==> config.mk <==
export PLATFORM = sky130hd
export DESIGN_NAME = dne_ctrl
export DESIGN_NICKNAME = d
export VERILOG_FILES = /design/src/rtl/dne_pkg.sv /design/src/rtl/dne_ctrl.sv
export SDC_FILE = /design/constraint.sdc
export NUM_CORES = 1
export LEC_CHECK = 0
export BUFFER_PORTS_ARGS = -buffer_cell sky130_fd_sc_hd__buf_2
export CORE_AREA = 10 10 56 58
export CTS_CLUSTER_DIAMETER = 30
export DETAILED_ROUTE_END_ITERATION = 10
export DIE_AREA = 0 0 66 68
export PLACE_DENSITY = 0.66
export SLEW_MARGIN = 15
export SYNTH_ARGS = -nofsm -noshare
export SYNTH_HDL_FRONTEND = slang
export SYNTH_SLANG_ARGS = --single-unit
==> constraint.sdc <==
create_clock -name clk -period 1.44 [get_ports clk]
set_input_delay 0.072 -clock clk [delete_from_list [all_inputs] [get_ports clk]]
set_output_delay 0.072 -clock clk [all_outputs]
set_load 0.005 [all_outputs]
==> src/rtl/dne_pkg.sv <==
// ----------------------------------------------------------------------------
// dne_pkg
// Shared types and constants for the dns name extractor: item commands,
// result status codes, octet class limits and controller/datapath links.
// ----------------------------------------------------------------------------
package dne_pkg;

  // item commands
  localparam logic CMD_LOAD  = 1'b0;
  localparam logic CMD_PARSE = 1'b1;

  // result status codes
  localparam logic ST_OK  = 1'b0;
  localparam logic ST_ERR = 1'b1;

  // octet classes: pointer lead octets and reserved label lengths
  localparam logic [7:0] PTR_MIN = 8'd192;
  localparam logic [7:0] RSV_MIN = 8'd64;

  // name store and output chunk geometry
  localparam int NAME_DEPTH  = 256;
  localparam int CHUNK_BYTES = 8;

  localparam logic [7:0] NAME_LIMIT_RST = 8'd255;

  // commands from controller to datapath
  typedef struct packed {
    logic load;      // store one packet byte
    logic start;     // begin a walk at start_pos
    logic fetch;     // read packet byte at pos, advance pos
    logic oct;       // consume a label octet or label data byte
    logic plo;       // consume the low byte of a pointer
    logic nreq;      // read one name byte
    logic ndat;      // place returned name byte in the chunk
    logic push_ok;   // load the output register with a chunk
    logic push_err;  // load the output register with an error word
  } ctl_cmd_t;

  // status from datapath to controller
  typedef struct packed {
    logic oob;        // pos is past the packet
    logic oct_err;    // current octet breaks a rule
    logic oct_ptr;    // current octet opens a pointer
    logic oct_end;    // current octet is the terminating zero
    logic ndat_stop;  // chunk is full or name is exhausted after this byte
    logic name_done;  // every name byte has been gathered
    logic slot_free;  // output register can take a word this cycle
  } dp_sts_t;

endpackage

==> src/rtl/dne_ctrl.sv <==
// ----------------------------------------------------------------------------
// dne_ctrl
// Sequencer of the dns name extractor: takes items, steps the label walk
// one stored byte at a time, then gathers and hands out the name chunks.
// ----------------------------------------------------------------------------
module dne_ctrl (
  input  logic                 clk,
  input  logic                 rst,
  input  logic                 in_valid,
  input  logic                 in_cmd,
  output logic                 in_ready,
  input  dne_pkg::dp_sts_t     sts,
  output dne_pkg::ctl_cmd_t    cmd
);

  typedef enum logic [8:0] {
    S_IDLE = 9'b000000001,
    S_FOCT = 9'b000000010,
    S_OCT  = 9'b000000100,
    S_FPLO = 9'b000001000,
    S_PLO  = 9'b000010000,
    S_NREQ = 9'b000100000,
    S_NDAT = 9'b001000000,
    S_PUSH = 9'b010000000,
    S_ERR  = 9'b100000000
  } state_t;

  state_t state, state_next;
  logic   take;

  assign in_ready = (state == S_IDLE);
  assign take     = in_ready && in_valid;

  // next state and commands
  always_comb begin
    state_next = state;
    cmd        = '0;
    unique case (state)
      S_IDLE: begin
        if (take) begin
          if (in_cmd == dne_pkg::CMD_PARSE) begin
            cmd.start  = 1'b1;
            state_next = S_FOCT;
          end else begin
            cmd.load = 1'b1;
          end
        end
      end
      S_FOCT: begin
        if (sts.oob) begin
          state_next = S_ERR;
        end else begin
          cmd.fetch  = 1'b1;
          state_next = S_OCT;
        end
      end
      S_OCT: begin
        cmd.oct = 1'b1;
        priority if (sts.oct_err) begin
          state_next = S_ERR;
        end else if (sts.oct_ptr) begin
          state_next = S_FPLO;
        end else if (sts.oct_end) begin
          state_next = S_NREQ;
        end else begin
          state_next = S_FOCT;
        end
      end
      S_FPLO: begin
        if (sts.oob) begin
          state_next = S_ERR;
        end else begin
          cmd.fetch  = 1'b1;
          state_next = S_PLO;
        end
      end
      S_PLO: begin
        cmd.plo    = 1'b1;
        state_next = S_FOCT;
      end
      S_NREQ: begin
        cmd.nreq   = 1'b1;
        state_next = S_NDAT;
      end
      S_NDAT: begin
        cmd.ndat   = 1'b1;
        state_next = sts.ndat_stop ? S_PUSH : S_NREQ;
      end
      S_PUSH: begin
        if (sts.slot_free) begin
          cmd.push_ok = 1'b1;
          state_next  = sts.name_done ? S_IDLE : S_NREQ;
        end
      end
      S_ERR: begin
        if (sts.slot_free) begin
          cmd.push_err = 1'b1;
          state_next   = S_IDLE;
        end
      end
      default: state_next = S_IDLE;
    endcase
  end

  // state register
  always_ff @(posedge clk) begin
    if (rst) begin
      state <= S_IDLE;
    end else begin
      state <= state_next;
    end
  end

endmodule

# Word-level counts from Yosys, hierarchy flattened
# Index checks and enable logic that the tools add are counted.
[classes]
n_eq_ne = 13
n_mux = 25
reduce_logical = 3
[ops]
columns = ["cell", "count"]
rows = [
  ["$pmux 9 s9", 1],
  ["$mux 9", 8],
  ["$mux 6", 2],
  ["$mux 1", 11],
  ["$eq 9x1->1 const B", 1],
  ["$eq 9x2->1 const B", 1],
  ["$eq 9x3->1 const B", 1],
  ["$eq 9x4->1 const B", 1],
  ["$eq 9x5->1 const B", 1],
  ["$eq 9x6->1 const B", 1],
  ["$eq 9x7->1 const B", 1],
  ["$eq 9x8->1 const B", 1],
  ["$eq 9x9->1 const B", 1],
  ["$mux 8", 1],
  ["$ne 2x2->1 const B", 3],
  ["$mux 2", 2],
  ["$reduce_and 4->1", 1],
  ["$ne 2x1->1 const B", 1],
  ["$reduce_or 2->1", 1],
  ["$logic_and 1x1->1", 1],
]
[word_totals]
ff_bits = 9
inputBits = 11
output_inout_bits = 10
word_cells = 42

# Longest topological paths before layout
# Gate-level depths: netlist (run 1).
[depth]
word_depth = 4
ltp_mapped = 6
mapped_depth_nobuf = 4

# Worst setup path before layout (run 1)
# Ideal clock, no wire load.
[synth_path]
path_type = "register to register"
start = "register state[1]"
end = "register state[0]"
setup_time_ns = 0.120
t_arrival_ns = 1.516
t_required_ns = 1.320
setup_slack_ns = -0.196
stages_incl_launch_ff = 6
n_path_buf = 1
synth_period_minus_slack_ns = 1.636
cell_sequence = "dfxtp_1 > buf_6 > or4_4 > nor4b_4 > a211oi_2 > o31a_1"
[synth_between]
elab_chain_len = 4
elab_cells_between_ends = 16
cone_classes = "eq/ne: 13; mux: 1; reduce/logical: 2"
[synth_rtl]
columns = ["element", "line_no", "rtl"]
rows = [
  ["from (decl)", "dne_ctrl.sv:28", "state_t state, state_next;"],
  ["from (signal assigned)", "dne_ctrl.sv:110", "state <= state_next;"],
  ["$eq 9x1->1", "dne_ctrl.sv:31, dne_ctrl.sv:38", ""],
  ["$logic_and 1x1->1", "dne_ctrl.sv:32", "assign take = in_ready && in_valid;"],
  ["$ne 2x1->1 (no line)", "-", ""],
  ["$reduce_and 4->1 (no line)", "-", ""],
]
# Several ways; a longest one is shown, not always the timed one.
# A chain may end at the register's enable or synchronous reset.

==> summary.md, run 1 <==
| Metric | Value |
|---|---|
| Cell area after synthesis | 689.4 µm² |
| Syn nets | 94 |
| Asr flop ratio synth | 0 |
| Top FF cell, synth | dfxtp_1 |
| Worst Hold Class | input port to register |
| Largest area contributor in the netlist | dfxtp_1 |
| P_sw | 387.3 µW |
| Clock Path Buffers | 2 |
| Outcome | finished, violations left |
| DP HPWL | 1638 µm |
| Routed wire per std cell | 15.35 µm |
| Failing checks | negative setup slack |
| Final min period | 1.731 ns |
| Seq/Total Area, Yosys | 0.2613 |
| Post-Layout Cell Count | 153 |
| Clk_lat worst skew | 0.27 ns |
| Power Internal | 697.6 µW |
| Hold Violations, Final | 0 |
| Critical path type | register to output pin |
| GR Util All Layers | 0.1105 |
| Layout cell share with drive strength beyond 1 | 0.6560 |
| Critical path, cell by cell | or4_4, nor4b_4, buf_4, buf_6 |
| Clock sinks | 9 |
| Die Area | 4488 µm² |
| Final Slew Violations | 0 |
| Vias per cell | 5.373 |
| Sw Share | 0.3570 |
| Htree depth | 1 |
| Seq pwr share | 0.266 |
| Peak supply drop | 0.0006063 V |
| Final WS setup | -0.2905 ns |
| Cells after Synth | slightly above 80 |
| Setup violators final | 15 |
| Post-synth EDFFs | 0 |
| CTS tree | yes |
| Initial antenna violation count | 0 |
| Leakage | 0.0005133 µW |
| Placer Congestion | 0.8273 |
| Core area | between 2000 and 2500 µm² |
| Critical Path Fanout Max | 3 |
| Number of global-route vias before repair | 852 |
| WL final | 2348 µm |
| Headroom to the max-slew limit | 0.7431 |
| # DRC | 0 |
| Most common cell after layout, fill and taps aside | buf_4 |
| Final Cycle Share | 1.202 |
| Num rows | 17 |
| FMAX | 577.9 MHz |
| Total gr overflow | 0 |
| Final TNS setup | -1.860 ns |
| Hold Buf Count CTS | 0 |
| Post-synth top area share | 0.2613 |
| CTS buffer count | 3 |
| Gate power share | 0.544 |
| Post-Place Cells | between 100 and 150 |
| Worst EP arrival | 1.66 ns |
| Final Skew | 0.006243 ns |
| Root buffer cell | clkbuf_4 |
| Die width | between 60 and 70 µm |
| First DRT Iteration DRCs | 35 |
| Maxcap violations | 0 |
| Clk network pwr share | 0.190 |
| CP Data Required Time | 1.37 ns |
| Nets@finish | 137 |
| Die Height | 68 µm |
| Clk slew on worst S/H paths | 0.06 ns |
| RSZ-0062 raised after global routing | yes |
| ANT cells | 0 |
| IO Port Bufs | 20 |
| Synth-to-Final Area Change | 77.31% |
| Largest stage delay on the critical path | 0.55 ns |
| Max reg flops | 9 |
| Worst Reg-to-Reg Cells | 5 |
| Power density cells | ~890 nW/µm² |
| TritonRoute pass-1 iters | 4 |
| Final ANT Viol Nets | 0 |
| Worst Hold Depth | 2 |
| Crit. End Element | output pin |
| Initial core utilization | 0.3274 |
| First-pass GRT wire length | 3960 µm |
| Top cells by area, synth | dfxtp_1 26%, nor2_1 5.4%, nor3b_1 4.4% |
| I/O pin cnt | 21 |
| Crit-path slowest cell | or4_4 |
| Most frequent cells in the layout | 19 x buf_4, 17 x buf_2, 9 x buf_6 |
| Via count | around 800 |
| Biggest regs | state: 9 flops |
| Hold WS | 0.04829 ns |
| Yosys Warn Count | 0 |
| Setup crit start kind | register |
| Unique masters post-synth | 38 |
| Worst slew pin tran | between 0.3 and 0.4 ns |
| Largest Register | state |
| Seq cells post-synth | 9 |
| Largest net degree at the start of global routing | 10 |
| Syn Area/Cell | 8.306 µm² |
path summary, 6_finish.rpt:
| check | start | endpoint | slack, ns |
|---|---|---|---|
| hold reg to reg | state[1] | state[4] | 0.58 |
| setup / recovery | state[3] | cmd[4] | -0.29 |
| setup reg to reg | state[3] | state[0] | -0.25 |
| hold / removal | sts[4] | state[3] | 0.05 |
what timing repair did:
item                                    in CTS  in global routing
buffers inserted                             5                  5
pin swaps                                    8                 14
endpoints found under the setup margin      17                 16
gates resized for setup                     31                 17
critical path, delay by kind of cell, from the launching register on:
kind | cells | cell delay, ns
simple gates | 2 | 0.81
flops | 1 | 0.34
buf+inv | 2 | 0.24
power by group through the flow:
stage               Combinational (µW)  Clock (µW)  Sequential [µW]
floorplan                          260           0              281
global placement                   362           0              287
detailed placement                 373           0              288
CTS                                517         210              283
global route                       646         229              290
finish                             590         206              289
layout make-up:
type,count,area (µm²)
clock buffers,4,26.28
inverters,1,3.754
flip-flops and latches,9,192.7
repair buffers,46,349.1
multi-input cells,65,615.6
fillers,184,883.3
well taps,28,35.03
cell usage after synthesis (all sizes together) (2+ instances only):
master	instances
nor4	4
and3	4
xor2	2
nand2	5
o21ai	2
dfxtp	9
nor3	2
nor3b	4
clkbuf	3
nor2	10
a211oi	3
nand3b	2
nand3	3
a21oi	2
buf	5
or4	2
nor4b	5
and4b	2
xnor2	2
per-layer routing:
metal / up-vias / wire length (µm) / GRT usage
met3: 7 / 121 / 0.02447
met2: 19 / 1176 / 0.1969
li1: 397 / - / -
met5: - / 0 / 0
met1: 399 / 979 / 0.1209
met4: 0 / 70 / 0.05759
cell families (layout without fill, tap and decap cells):
logic type / count (synthesis) / in the layout / share of synthesized area
AOI/OAI and AO/OA: 14 / 14 / 0.1634
xor gates and xnor gates: 4 / 4 / 0.05083
buffers and inverters: 9 / 51 / 0.06896
DFF: 9 / 9 / 0.2613
and+or+nand+nor: 47 / 47 / 0.4555
through the flow:
step	total power (µW)	utilization	area, µm²	worst slack [ns]
6_report	1085	0.5805	1222	-0.2905
5_1_grt	1165	0.5805	1222	-0.3714
4_1_cts	1010	0.5312	1119	-0.3207
3_5_place_dp	661.1	0.4373	920.9	-0.1145
3_3_place_gp	648.6	0.4373	920.9	-0.08285
2_1_floorplan	541.2	-	689.4	-0.1952
No activity file was read; power rests on OpenSTA's default activity.
==> run 2, diff against run 1 <==
--- a/config.mk
+++ b/config.mk
@@ -11,6 +11,7 @@
 export DETAILED_ROUTE_END_ITERATION = 10
 export DIE_AREA = 0 0 66 68
 export PLACE_DENSITY = 0.66
+export REMOVE_ABC_BUFFERS = 1
 export SLEW_MARGIN = 15
 export SYNTH_ARGS = -nofsm -noshare
 export SYNTH_HDL_FRONTEND = slang
==> summary.md, run 2 (synthesized netlist as in run 1, its figures left out) <==
| Metric | Value |
|---|---|
| Most frequent cells in the layout | 22 x buf_4, 18 x buf_2, 10 x buf_6 |
| Total gr overflow | 0 |
| Clk network pwr share | 0.187 |
| Crit-path slowest cell | or4_4 |
| Root buffer cell | clkbuf_4 |
| Power Internal | 692.4 µW |
| Final ANT Viol Nets | 0 |
| Maxcap violations | 0 |
| Layout cell share with drive strength beyond 1 | 0.6977 |
| Synth-to-Final Area Change | 77.68% |
| Most common cell after layout, fill and taps aside | buf_4 |
| Failing checks | negative setup slack |
| Placed Instance Area | 953.4 µm² |
| Largest net degree at the start of global routing | 10 |
| Hold Buf Count CTS | 0 |
| ANT cells | 0 |
| TritonRoute pass-1 iters | 4 |
| GR Util All Layers | 0.1085 |
| Worst slew pin tran | around 0.27 ns |
| Post-route cell area | approximately 1200 µm² |
| IO Port Bufs | 20 |
| Final WS setup | -0.2380 ns |
| Initial antenna violation count | 0 |
| Largest Register | state |
| Clock Path Buffers | 2 |
| CTS tree | yes |
| Leakage | 0.0005311 µW |
| Routed wire per std cell | 16.45 µm |
| Die Height | 68 µm |
| Final min period | 1.678 ns |
| Die width | approximately 66 µm |
| CP bufs+invs | 2 |
| DP HPWL | 1683 µm |
| Biggest regs | state: 9 flops |
| Htree depth | 1 |
| I/O pin cnt | 21 |
| Hold Violations, Final | 0 |
| P_sw | approximately 370 µW |
| Critical path, cell by cell | or4_4, nor4b_4, buf_4, buf_6 |
| RSZ-0062 raised after global routing | yes |
| CP Data Required Time | approximately 1.4 ns |
| Clk slew on worst S/H paths | 0.06 ns |
| Number of global-route vias before repair | 866 |
| Setup violators final | 11 |
| First-pass GRT wire length | 3939 µm |
| Post-Layout Cell Count | 157 |
| FMAX | 596.0 MHz |
| First DRT Iteration DRCs | a little over 70 |
| Power density cells | 870.3 nW/µm² |
| Final Skew | 0.003762 ns |
| Die Area | around 4500 µm² |
| Outcome | finished, violations left |
| Critical Path Fanout Max | 3 |
| Vias per cell | 5.446 |
| Via count | 855 |
| Headroom to the max-slew limit | 0.8180 |
| Seq pwr share | 0.271 |
| Gate power share | 0.542 |
| Clock sinks | 9 |
| CP delay by family, top | simple AND/OR/NAND/NOR gates |
| Core area | 2106 µm² |
| Num rows | 17 |
| Peak supply drop | 0.0007276 V |
| WL final | 2583 µm |
| CTS buffer count | 3 |
| Worst EP arrival | 1.61 ns |
| Setup crit start kind | register |
| Largest stage delay on the critical path | 0.55 ns |
| Worst Hold Class | input port to register |
| Sw Share | 0.3504 |
| Max reg flops | 9 |
| Initial core utilization | 0.3274 |
| Post-Place Cells | 146 |
| Crit. End Element | output pin |
| # DRC | 0 |
| Final Slew Violations | 0 |
| Final Cycle Share | 1.165 |
| Placer Congestion | 0.8948 |
| Critical path type | register to output pin |
| Nets@finish | 141 |
| Pre-CTS setup slack | -0.1288 ns |
| Clk_lat worst skew | 0.26 ns |
run 2: cell types whose count changed in the layout (fill, tap and decap cells not counted), sizes merged:
cell | previous run | this run
buf | 46 | 50
run 2: routing by layer:
metal  share of wire  GRT usage  up-vias
li1                -          -      409
met2            0.50     0.2089       19
met3           0.047    0.03263        4
met5               0          0        -
met1            0.44     0.1071      423
met4           0.016    0.04188        0
run 2: stage by stage:
step           power, µW  TNS (ns)  hold slack [ns]    util
6_report            1066    -1.457          0.06132  0.5817
5_1_grt             1123    -2.376          0.09582  0.5817
2_1_floorplan      515.7   -0.2737           0.1411       -
3_5_place_dp       688.4   -0.5497           0.3198  0.4528
3_3_place_gp       675.8   -0.2325           0.3179  0.4528
4_1_cts            989.0    -1.827          0.05755  0.5466
run 2: power by group through the flow:
stage / Combinational [µW] / Clock (µW) / Sequential, µW
6_report: 578 / 199 / 289
5_1_grt: 620 / 211 / 292
4_1_cts: 497 / 200 / 292
3_5_place_dp: 395 / 0 / 293
3_3_place_gp: 385 / 0 / 291
2_1_floorplan: 208 / 0 / 308
run 2: worst paths after layout:
path	from	end	slack, ns	cells past startpoint
worst min register to register	state[1]	state[4]	0.59	2
worst max register to register	state[3]	state[0]	-0.21	5
worst max-delay path	state[3]	cmd[4]	-0.24	4
worst min-delay path	sts[4]	state[3]	0.06	2
run 2: layout make-up:
cell class              count  area (µm²)
clock buffers               4       26.28
well taps                  28       35.03
flip-flops and latches      9       197.7
multi-input cells          65       594.3
fillers                   174       880.8
inverters                   1       3.754
repair buffers             50       367.9
run 2: what timing repair did:
action | CTS | global route
gates resized for setup | 34 | 16
pin swaps | 8 | 9
buffers inserted | 5 | 3
setup endpoints to repair | 16 | 17
run 2: worst reg2reg max path, stage by stage (launching register included):
cell      delay, ns
dfxtp_2        0.33
or4_4          0.55
nor4b_4        0.24
buf_4          0.17
a211oi_2       0.04
o31a_1         0.23
